`config.mk`:
```
export PLATFORM = sky130hd
export DESIGN_NAME = combined_lcg_shuffle_random
export DESIGN_NICKNAME = d
export VERILOG_FILES = /design/src/rtl/clsr_pkg.sv /design/src/rtl/clsr_ram.sv /design/src/rtl/combined_lcg_shuffle_random.sv
export SDC_FILE = /design/constraint.sdc
export NUM_CORES = 2
export LEC_CHECK = 0
export ABC_AREA = 1
export BUFFER_PORTS_ARGS = -buffer_cell sky130_fd_sc_hd__buf_2
export CORE_MARGIN = 2
export CORE_UTILIZATION = 55
export DETAILED_ROUTE_END_ITERATION = 8
export PLACE_DENSITY = 0.76
export SYNTH_ARGS = -nofsm -noshare
export SYNTH_HDL_FRONTEND = slang
export SYNTH_SLANG_ARGS = --single-unit
```
`constraint.sdc`:
```
create_clock -name aclk -period 8.3 [get_ports aclk]
set_input_delay 0.83 -clock aclk [delete_from_list [all_inputs] [get_ports aclk]]
set_output_delay 0.83 -clock aclk [all_outputs]
set_load 0.05 [all_outputs]
```
`src/rtl/clsr_pkg.sv`:
```
package clsr_pkg;

    // generator word width
    localparam int GEN_W = 31;

    // first generator: 40014 mod 2147483563
    localparam logic [15:0]      MUL_A  = 16'd40014;
    localparam logic [GEN_W-1:0] MOD_A  = 31'd2147483563;
    // 2^31 - MOD_A, used to fold the high part of the product
    localparam logic [7:0]       FOLD_A = 8'd85;

    // second generator: 40692 mod 2147483399
    localparam logic [15:0]      MUL_B  = 16'd40692;
    localparam logic [GEN_W-1:0] MOD_B  = 31'd2147483399;
    localparam logic [7:0]       FOLD_B = 8'd249;

    // wrap span of the output range 1..2147483562
    localparam logic [GEN_W-1:0] WRAP_SPAN = 31'd2147483562;

    // register index of the seed (paddr bit 2)
    localparam logic REG_SEED = 1'b0;

    typedef enum logic [5:0] {
        ST_IDLE   = 6'b000001,
        ST_MUL    = 6'b000010,
        ST_FOLD   = 6'b000100,
        ST_RED    = 6'b001000,
        ST_READ   = 6'b010000,
        ST_FINISH = 6'b100000
    } clsr_state_t;

endpackage

```
`src/rtl/clsr_ram.sv`:
```
module clsr_ram #(
    parameter int DATA_W = 31,
    parameter int DEPTH  = 32
) (
    input  logic                     aclk,
    input  logic                     wr_en,
    input  logic [$clog2(DEPTH)-1:0] wr_addr,
    input  logic [DATA_W-1:0]        wr_data,
    input  logic [$clog2(DEPTH)-1:0] rd_addr,
    output logic [DATA_W-1:0]        rd_data
);

    logic [DATA_W-1:0] mem_reg [DEPTH];
    logic [DATA_W-1:0] rd_data_reg;

    always_ff @(posedge aclk) begin
        if (wr_en) begin
            mem_reg[wr_addr] <= wr_data;
        end
        rd_data_reg <= mem_reg[rd_addr];
    end

    assign rd_data = rd_data_reg;

endmodule

```
`src/rtl/combined_lcg_shuffle_random.sv`:
```
// a draw runs from the input transfer through the unit once per generator, then the read
// and finish states; the input is ready again in the same cycle as the result
// draws do not overlap, each making two passes through the shared
// multiply / fold / reduce unit; a reseed first steps the unit TABLE_ENTRIES + 8 times;
// a result not yet taken holds the draw in its last state until the output frees
// reset: synchronous active low; seed returns to 1, first request reseeds, table not cleared
module combined_lcg_shuffle_random #(
    parameter int TABLE_ENTRIES = 32
) (
    input  logic        aclk,
    input  logic        aresetn,

    // request stream
    input  logic        s_tvalid,
    output logic        s_tready,
    input  logic [7:0]  s_tdata,   // [0] restart, [7:1] zero

    // result stream
    output logic        m_tvalid,
    input  logic        m_tready,
    output logic [31:0] m_tdata,   // [30:0] value, [31] zero

    // configuration port
    input  logic        psel,
    input  logic        penable,
    input  logic        pwrite,
    input  logic [2:0]  paddr,
    input  logic [31:0] pwdata,
    output logic [31:0] prdata,
    output logic        pready
);

    localparam int GW  = clsr_pkg::GEN_W;
    localparam int AW  = $clog2(TABLE_ENTRIES);          // slot index width
    localparam int NW  = $clog2(TABLE_ENTRIES + 8);      // seeding step counter
    localparam int DVW = GW + AW + 1;                    // slot datapath width

    localparam logic [DVW-1:0] DIVISOR  = DVW'(TABLE_ENTRIES) + DVW'(clsr_pkg::WRAP_SPAN);
    // 2^31 minus the divisor, small since the divisor sits just below 2^31
    localparam logic [7:0]     SLOT_FOLD = 8'((64'd1 << GW) - 64'(DIVISOR));
    localparam logic [NW-1:0]  SEED_STEPS_LAST = NW'(TABLE_ENTRIES + 7);

    // ------------------------------------------------------------------
    // configuration
    // ------------------------------------------------------------------
    logic [GW-1:0] seed_reg;
    logic          cfg_write;

    assign pready    = 1'b1;
    assign cfg_write = psel && penable && pwrite && (paddr[2] == clsr_pkg::REG_SEED);
    assign prdata    = (paddr[2] == clsr_pkg::REG_SEED) ? {1'b0, seed_reg} : 32'd0;

    // ------------------------------------------------------------------
    // state
    // ------------------------------------------------------------------
    clsr_pkg::clsr_state_t state_reg, state_next;

    logic          seeded_reg, seeded_next;
    logic          seeding_reg, seeding_next;     // unit is filling the table
    logic          sel_b_reg, sel_b_next;         // unit works on the second generator
    logic [NW-1:0] step_reg, step_next;           // seeding step, counts down to slot 0

    logic [GW-1:0] first_gen_reg, first_gen_next;
    logic [GW-1:0] second_gen_reg, second_gen_next;
    logic [GW-1:0] last_value_reg, last_value_next;

    logic          m_tvalid_reg, m_tvalid_next;
    logic [GW-1:0] m_value_reg, m_value_next;

    logic          in_xfer;
    logic          out_free;
    logic [GW-1:0] seed_eff;

    assign in_xfer  = s_tvalid && s_tready;
    assign out_free = !m_tvalid_reg || m_tready;
    assign seed_eff = (seed_reg == '0) ? GW'(1) : seed_reg;

    assign s_tready = (state_reg == clsr_pkg::ST_IDLE);
    assign m_tvalid = m_tvalid_reg;
    assign m_tdata  = {1'b0, m_value_reg};

    // ------------------------------------------------------------------
    // shared modular multiply unit: multiply, fold high part, reduce
    // 2^31 is congruent to FOLD_x, so hi*FOLD_x + lo stays below twice the modulus
    // ------------------------------------------------------------------
    logic [46:0]   prod_reg;
    logic [31:0]   fold_reg;
    logic [GW-1:0] mul_opnd;
    logic [15:0]   mul_const;
    logic [7:0]    fold_const;
    logic [GW-1:0] mod_const;
    logic [31:0]   fold_sum;
    logic [GW-1:0] unit_result;

    assign mul_opnd   = sel_b_reg ? second_gen_reg : first_gen_reg;
    assign mul_const  = sel_b_reg ? clsr_pkg::MUL_B : clsr_pkg::MUL_A;
    assign fold_const = sel_b_reg ? clsr_pkg::FOLD_B : clsr_pkg::FOLD_A;
    assign mod_const  = sel_b_reg ? clsr_pkg::MOD_B : clsr_pkg::MOD_A;

    assign fold_sum = 32'(prod_reg[30:0]) + 32'(prod_reg[46:31]) * 32'(fold_const);
    assign unit_result = (fold_reg >= {1'b0, mod_const})
                       ? GW'(fold_reg - {1'b0, mod_const})
                       : fold_reg[GW-1:0];

    always_ff @(posedge aclk) begin
        prod_reg <= 47'(mul_opnd) * 47'(mul_const);
        fold_reg <= fold_sum;
    end

    // ------------------------------------------------------------------
    // slot index: floor(last * N / (N + span))
    // the top bits of last * N give the quotient or one less; folding them
    // back into the low bits leaves a remainder that settles which
    // registered when a draw enters the unit
    // ------------------------------------------------------------------
    logic [DVW-1:0] slot_num;
    logic [AW:0]    slot_est;
    logic [31:0]    slot_rem;
    logic [AW:0]    slot_quot;
    logic [AW:0]    quot_reg;
    logic           div_load;
    logic [AW-1:0]  slot_idx;

    assign div_load = (state_reg == clsr_pkg::ST_MUL) && !seeding_reg && !sel_b_reg;

    assign slot_num  = DVW'(last_value_reg) * DVW'(TABLE_ENTRIES);
    assign slot_est  = slot_num[DVW-1:GW];
    assign slot_rem  = 32'(slot_num[GW-1:0]) + 32'(slot_est) * 32'(SLOT_FOLD);
    assign slot_quot = (slot_rem >= 32'(DIVISOR)) ? slot_est + (AW + 1)'(1) : slot_est;

    always_ff @(posedge aclk) begin
        if (div_load) begin
            quot_reg <= slot_quot;
        end
    end

    // never out of range in practice, clamped to the last slot anyway
    assign slot_idx = (quot_reg > (AW + 1)'(TABLE_ENTRIES - 1))
                    ? AW'(TABLE_ENTRIES - 1) : quot_reg[AW-1:0];

    // ------------------------------------------------------------------
    // shuffle table
    // ------------------------------------------------------------------
    logic          tbl_wr_en;
    logic [AW-1:0] tbl_wr_addr;
    logic [GW-1:0] tbl_wr_data;
    logic [GW-1:0] tbl_rd_data;

    clsr_ram #(
        .DATA_W (GW),
        .DEPTH  (TABLE_ENTRIES)
    ) u_table (
        .aclk    (aclk),
        .wr_en   (tbl_wr_en),
        .wr_addr (tbl_wr_addr),
        .wr_data (tbl_wr_data),
        .rd_addr (slot_idx),
        .rd_data (tbl_rd_data)
    );

    // slot minus second generator, wrapped into 1..span
    logic [31:0]   diff;
    logic [GW-1:0] draw_value;

    assign diff       = {1'b0, tbl_rd_data} - {1'b0, second_gen_reg};
    assign draw_value = (diff[31] || diff == 32'd0)
                      ? GW'(diff + {1'b0, clsr_pkg::WRAP_SPAN}) : diff[GW-1:0];

    // ------------------------------------------------------------------
    // sequencer
    // ------------------------------------------------------------------
    always_comb begin
        state_next      = state_reg;
        seeded_next     = seeded_reg;
        seeding_next    = seeding_reg;
        sel_b_next      = sel_b_reg;
        step_next       = step_reg;
        first_gen_next  = first_gen_reg;
        second_gen_next = second_gen_reg;
        last_value_next = last_value_reg;
        m_value_next    = m_value_reg;
        m_tvalid_next   = m_tvalid_reg && !m_tready;
        tbl_wr_en       = 1'b0;
        tbl_wr_addr     = slot_idx;
        tbl_wr_data     = first_gen_reg;

        unique case (state_reg)
            clsr_pkg::ST_IDLE: begin
                if (in_xfer) begin
                    sel_b_next = 1'b0;
                    state_next = clsr_pkg::ST_MUL;
                    if (s_tdata[0] || !seeded_reg) begin
                        // both generators start from the seed, then the table fills
                        first_gen_next  = seed_eff;
                        second_gen_next = seed_eff;
                        step_next       = SEED_STEPS_LAST;
                        seeding_next    = 1'b1;
                    end
                end
            end
            clsr_pkg::ST_MUL: begin
                state_next = clsr_pkg::ST_FOLD;
            end
            clsr_pkg::ST_FOLD: begin
                state_next = clsr_pkg::ST_RED;
            end
            clsr_pkg::ST_RED: begin
                state_next = clsr_pkg::ST_MUL;
                if (seeding_reg) begin
                    first_gen_next = unit_result;
                    // the last TABLE_ENTRIES steps land in the table, top slot first
                    if (step_reg < NW'(TABLE_ENTRIES)) begin
                        tbl_wr_en   = 1'b1;
                        tbl_wr_addr = step_reg[AW-1:0];
                        tbl_wr_data = unit_result;
                    end
                    if (step_reg == '0) begin
                        last_value_next = unit_result;
                        seeded_next     = 1'b1;
                        seeding_next    = 1'b0;
                    end else begin
                        step_next = step_reg - NW'(1);
                    end
                end else if (!sel_b_reg) begin
                    first_gen_next = unit_result;
                    sel_b_next     = 1'b1;
                end else begin
                    second_gen_next = unit_result;
                    sel_b_next      = 1'b0;
                    state_next      = clsr_pkg::ST_READ;
                end
            end
            clsr_pkg::ST_READ: begin
                // registered table read of the chosen slot
                state_next = clsr_pkg::ST_FINISH;
            end
            clsr_pkg::ST_FINISH: begin
                if (out_free) begin
                    m_value_next    = draw_value;
                    m_tvalid_next   = 1'b1;
                    last_value_next = draw_value;
                    tbl_wr_en       = 1'b1;
                    tbl_wr_addr     = slot_idx;
                    tbl_wr_data     = first_gen_reg;
                    state_next      = clsr_pkg::ST_IDLE;
                end
            end
            default: begin
                state_next = clsr_pkg::ST_IDLE;
            end
        endcase
    end

    always_ff @(posedge aclk) begin
        if (!aresetn) begin
            state_reg    <= clsr_pkg::ST_IDLE;
            seeded_reg   <= 1'b0;
            seeding_reg  <= 1'b0;
            sel_b_reg    <= 1'b0;
            m_tvalid_reg <= 1'b0;
            seed_reg     <= GW'(1);
        end else begin
            state_reg    <= state_next;
            seeded_reg   <= seeded_next;
            seeding_reg  <= seeding_next;
            sel_b_reg    <= sel_b_next;
            m_tvalid_reg <= m_tvalid_next;
            if (cfg_write) begin
                seed_reg <= pwdata[GW-1:0];
            end
        end
    end

    always_ff @(posedge aclk) begin
        step_reg       <= step_next;
        first_gen_reg  <= first_gen_next;
        second_gen_reg <= second_gen_next;
        last_value_reg <= last_value_next;
        m_value_reg    <= m_value_next;
    end

endmodule
```
Yosys cells after proc, flatten, opt, wreduce, memory -nomap -nowiden:

Memory sizes are Yosys's and may differ from the RTL's. A register that Yosys moved wholly into a read port is not among the register bits.
Cells that the tools add are included.

* input port bits: 50
* memories kept: 1
* register bits after elaboration: 256
* RAM bits: 992
* output and inout port bits: 67
* logic and storage cells: 130

Memory list
* u_table.mem_reg: words 32, width 31, read ports 1, clocked after Yosys merged registers in 1, wr ports 1, RTL line clsr_ram.sv:13 `logic [DATA_W-1:0] mem_reg [DEPTH];`

* add/subtract/negate cells: 7
* order comparisons: 4
* $mul: 3
* muxes and demuxes: 55
* bitwise operators: 1
* reductions and logical operators: 29
* equality and inequality tests: 15

Operator list (count)
* 31-bit two-way mux: 17
* 31-bit one-hot mux with 2 select lines: 3
* 31-bit by 16-bit multiplier with 47-bit output: 1
* 6-bit two-way mux: 6
* 6-bit one-hot mux with 6 select lines: 1
* 5-bit two-way mux: 7
* 31-bit by 11-bit adder with 32-bit output: 1
* 31-bit by 24-bit adder with 32-bit output: 1
* 32-bit by 31-bit greater-or-equal comparator with 1-bit output: 1
* 32-bit by 31-bit greater-or-equal comparator with 1-bit output, second input constant: 1
* 32-bit logical NOT: 1
* 31-bit by 31-bit subtractor with 32-bit output: 1
* 31-bit adder, second input constant: 1
* 31-bit logical NOT: 1
* 31-bit subtractor: 1
* 16-bit by 8-bit multiplier with 24-bit output: 1
* 8-bit two-way mux: 2
* 1-bit two-way mux: 14
* 2-bit inequality test, second input constant: 6
* 6-bit one-hot mux with 2 select lines: 1
* 5-bit by 5-bit multiplier with 10-bit output, second input constant: 1
* 10-bit two-way mux: 1
* 5-bit AND reduction: 2
* 3-bit AND reduction: 3
* 21 further kinds: 39

Longest topological paths before layout:

* depth after elaboration: 6
* gate-level depth with buffers: 31
* gate-level depth less buffers: 30

Modules after synthesis:

From an unflattened synthesis, not the netlist that was laid out.

* cells, all modules: 7490
* area, all modules: 72390.7 um^2

Modules (own cells, without submodules)
* clsr_ram: seq. area each 30409.2 um^2, times used 1, area an instance 40680.3 um^2, cells an instance 3426
* combined_lcg_shuffle_random: seq. area each 6466.2 um^2, times used 1, area an instance 31710.4 um^2, cells an instance 4064

Worst setup path after synthesis:

No wires, ideal clock.

* path kind: register to register
* start: register sel_b_reg
* end: register prod_reg[37]
* clock period less this slack: 6.290 ns
* data arrival time: 6.164 ns
* data required time: 8.173 ns
* stages on the path, launching flop included: 27
* library setup time: 0.127 ns
* path slack: 2.010 ns
* path buffers: 2
* path through: dfxtp_1 -> clkbuf_1 -> buf_1 -> nand2_1 -> nand2_1 -> inv_1 -> fa_1 -> fa_1 -> inv_1 -> fa_1 -> inv_1 -> fa_1 -> inv_1 -> fa_1 -> inv_1 -> fa_1 -> inv_1 -> ha_1 -> nand2_1 -> o21ai_0 -> a21oi_1 -> inv_1 -> a21oi_1 -> o21ai_0 -> a31oi_1 -> o21ai_0 -> xor2_1

* word-level cells in the longest chain between the ends: 2
* elaborated cells on any way between the ends: 3
* those cells by class: mul: 1; mux: 2

RTL lines
* from (decl): RTL line combined_lcg_shuffle_random.sv:60 `logic sel_b_reg, sel_b_next;`
* from (signal assigned): RTL line combined_lcg_shuffle_random.sv:266 `sel_b_reg <= sel_b_next;`
* 31-bit two-way mux or 10-bit two-way mux (tied branches): RTL line combined_lcg_shuffle_random.sv:95, combined_lcg_shuffle_random.sv:96
* 31-bit by 16-bit multiplier with 47-bit output (*): RTL line combined_lcg_shuffle_random.sv:106 `prod_reg <= 47'(mul_opnd) * 47'(mul_const);`
* to (signal assigned): RTL line combined_lcg_shuffle_random.sv:106
* to (decl): RTL line combined_lcg_shuffle_random.sv:86 `logic [46:0] prod_reg;`

Mark *: on every way between the ends. The rest lies on a longest branch, timed or not.
A chain may end at the register's enable or synchronous reset.

Worst setup path in the final report:

* start: register sel_b_reg
* end: register prod_reg[44]

The elaborated chain is that of the path after synthesis.

==> metrics.md <==
| Metric | Value |
|---|---|
| Relative slew margins | 0.121 |
| Number of nets with antenna violations after detailed routing | 0 |
| Postcts setup bufs | 0 |
| Max FO, Critical Path | 78 |
| Clock buffer depth | 3 |
| Required time at the worst-slack endpoint | 8.95 ns |
| Number of violations reported at the end of detailed-routing iteration 0 | 6834 |
| Setup violations, final | 0 |
| Number of search-and-repair iterations in the first detailed-routing pass | 8 |
| Ports | 117 |
| Setup TNS | 0 ns |
| Vias in the first global route | 49300 |
| Total die area | 131000 um2 |
| Site Rows | 131 |
| Total Nets Final | 7592 |
| Type of destination of the critical path | flop |
| Sum of routed wire length over all layers | 203 mm |
| Final worst clock skew | 0.0817 ns |
| Maximum number of pins on one net before global-route repair | 176 |
| Flip-flop count of the largest register after layout | between 900 and 1000 |
| Kind of path behind the tightest hold check | in -> reg |
| Number of register bits inferred by synthesis | roughly 1300 |
| Commonest cells post-synth | edfxtp_1 (1128), nand2_1 (990), inv_1 (984) |
| Kind of cell adding the most delay to the critical path | adder cells |
| Std-Cell Core Area | between 100000 and 150000 um2 |
| Class of the most critical setup path | reg -> reg |
| Achievable clock frequency | 0.136 GHz |
| Die Span X | 363 um |
| H-tree levels | 3 |
| Global-route total usage across every layer | 0.308 |
| Slowest cell on the critical path | buf_4 |
| Ratio of routed vias to standard cells | 5.95 |
| Clock-pin transition on the worst setup and hold timing paths | 0.06 ns |
| Combined area of all synthesized cells | 70700 um2 |
| Distinct cell type count of the synthesized netlist | 59 |
| Clock period minus final worst setup slack | 7.38 ns |
| Dominant cells by area after synthesis | edfxtp_1 (48%), fa_1 (11%), ha_1 (5.5%) |
| Final HPWL from detailed placement | 136 mm |
| Sink count of the clock tree | 1278 |
| Hold violation count in the final report | 0 |
| Slowest cell delay on critical path | approximately 0.70 ns |
| Worst Path Buf+Inv | 7 |
| CTS tree | yes |
| Initial standard-cell utilization of the core | 0.555 |
| Number of hold-repair buffers added at the cts stage | 0 |
| Count of mapped cells out of synthesis | 6810 |
| Area share of the largest cell type after synthesis | 0.479 |
| Port bufs | 103 |
| Yosys warning total | 0 |
| Final Max Tran Viols | 0 |
| Cell chosen for the clock root | clkbuf_16 |
| P&R area growth vs syn | 9.33% |
| Number of buffers added by the clock tree synthesis step | 121 |
| # resized after CTS | 0 |
| Share of final-layout standard cells stronger than drive strength 1 | 0.0719 |
| Worst-margin pin slew | 1.32 ns |
| Result of the run | complete, no violations |
| Ys async rst share | 0 |
| Maxcap violations | 0 |
| Most frequent cell after synthesis | edfxtp_1 |
| Setup slack, reg-to-reg | 0.92 ns |
| Fraction of the cycle the final worst path needs | 0.889 |
| Dominant register cell in the synthesized netlist | edfxtp_1 |
| Kind of launch point of the worst setup path | flop |
| Clock insertion delay at the later pin of the skew report | roughly 0.78 ns |
| RD Place Congestion | 1.05 |
| Detail-routed net length per standard cell | roughly 23 um |
| Antenna violations before repair | 6 |
| Mean area per synthesized cell | 10.4 um2 |
| Arrival time reported for the critical path endpoint | about 8.0 ns |
| First-pass GRT wire length | 303 mm |
| Total number of vias | 51300 |
| Number of enable flip-flop cells after synthesis | approximately 1100 |
| Biggest area consumer among synthesized cells | edfxtp_1 |
| Total grt overflow | 0 |
| Post-detailed-route DRC marker count | 0 |
| Die Height | about 360 um |
| Share of the yosys chip area belonging to registers | 0.521 |
| Filler cell count | 10100 |
| Setup repair after global routing missed its margin | false |
-- cells by family after synthesis --
family,count (synthesis),synth area share
mux,3,0.000425
compound gates,1289,0.108
xor+xnor,130,0.0162
buf+inv,1267,0.0683
fa+ha+maj,685,0.161
simple gates,2156,0.124
other cells,2,0.000106
flops,1278,0.521
-- final cells by class --
| cell class | instances | area (um2) | share of cell area |
|---|---|---|---|
| sequential | 1278 | 36900 | 0.477 |
| multi-input combinational | 4267 | 29400 | 0.380 |
| inverter | 1002 | 3770 | 0.0488 |
| clock buffer | 166 | 3340 | 0.0432 |
| tap | 1662 | 2080 | 0.0269 |
| timing repair buffer | 187 | 1210 | 0.0156 |
| clock inverter | 56 | 673 | 0.00871 |
| antenna | 4 | 10.0 | 0.000129 |
-- worst register-to-register path, delay by kind of cell (launching register included) --
kind	cells	cell delay (ns)
buffers and inverters	7	1.17
DFF	1	0.32
AOI/OAI and AO/OA	3	1.03
adders and majority gates	7	3.39
xor gates and xnor gates	1	0.13
and+or+nand+nor	7	1.23
-- placed cells by master, fill, tap and decap left out, types with 6 or more instances in the layout --
cell type and count:
o21ai_0 637, dfxtp_1 149, nor3_1 32, xnor2_1 42
nand4_1 49, clkinv_2 17, inv_2 16, nand3_1 163
clkbuf_8 14, nor4_1 19, ha_1 309, o21ai_2 17
o21a_1 6, nor2_4 39, nand3b_1 7, o21bai_1 9
bufinv_16 10, o211ai_1 132, nor2_1 784, xor2_1 87
nor2_2 10, clkinv_1 16, inv_1 981, a21oi_1 154
buf_4 79, o221ai_1 127, or2_2 12, a31oi_1 52
nand2_1 990, edfxtp_1 1128, o22ai_1 124, nand2_2 18
and2_1 10, nand3_2 6, clkbuf_16 121, buf_2 103
fa_1 376, clkbuf_1 30
-- final timing paths --
path,startpoint,to,cells after the start
worst max-delay path,sel_b_reg,prod_reg[44],25
worst min-delay path,pwdata[0],seed_reg[0],3
worst max register to register,sel_b_reg,prod_reg[44],25
worst min register to register,seeded_reg,seeded_reg,2
-- routing by layer --
metal	track usage	share of wire
met1	0.428	0.40
met2	0.477	0.45
met5	0	0.00012
met4	0.129	0.042
met3	0.0617	0.11
-- through the flow --
step / setup WS [ns] / util / hold slack, ns / instances / area, um2
2_1_floorplan: 2.01 / - / 0.402 / 6812 / 70700
3_5_place_dp: 1.11 / 0.575 / 0.442 / 8396 / 73300
4_1_cts: 1.05 / 0.606 / 0.272 / 8618 / 77300
6_report: 0.920 / 0.606 / 0.309 / 8622 / 77300
3_3_place_gp: 1.16 / 0.575 / 0.441 / 8396 / 73300
5_1_grt: 0.516 / 0.606 / 0.303 / 8619 / 77300
Power is not shown: default switching activity piles up to over one toggle a cycle in this logic, so the estimate is an artifact.
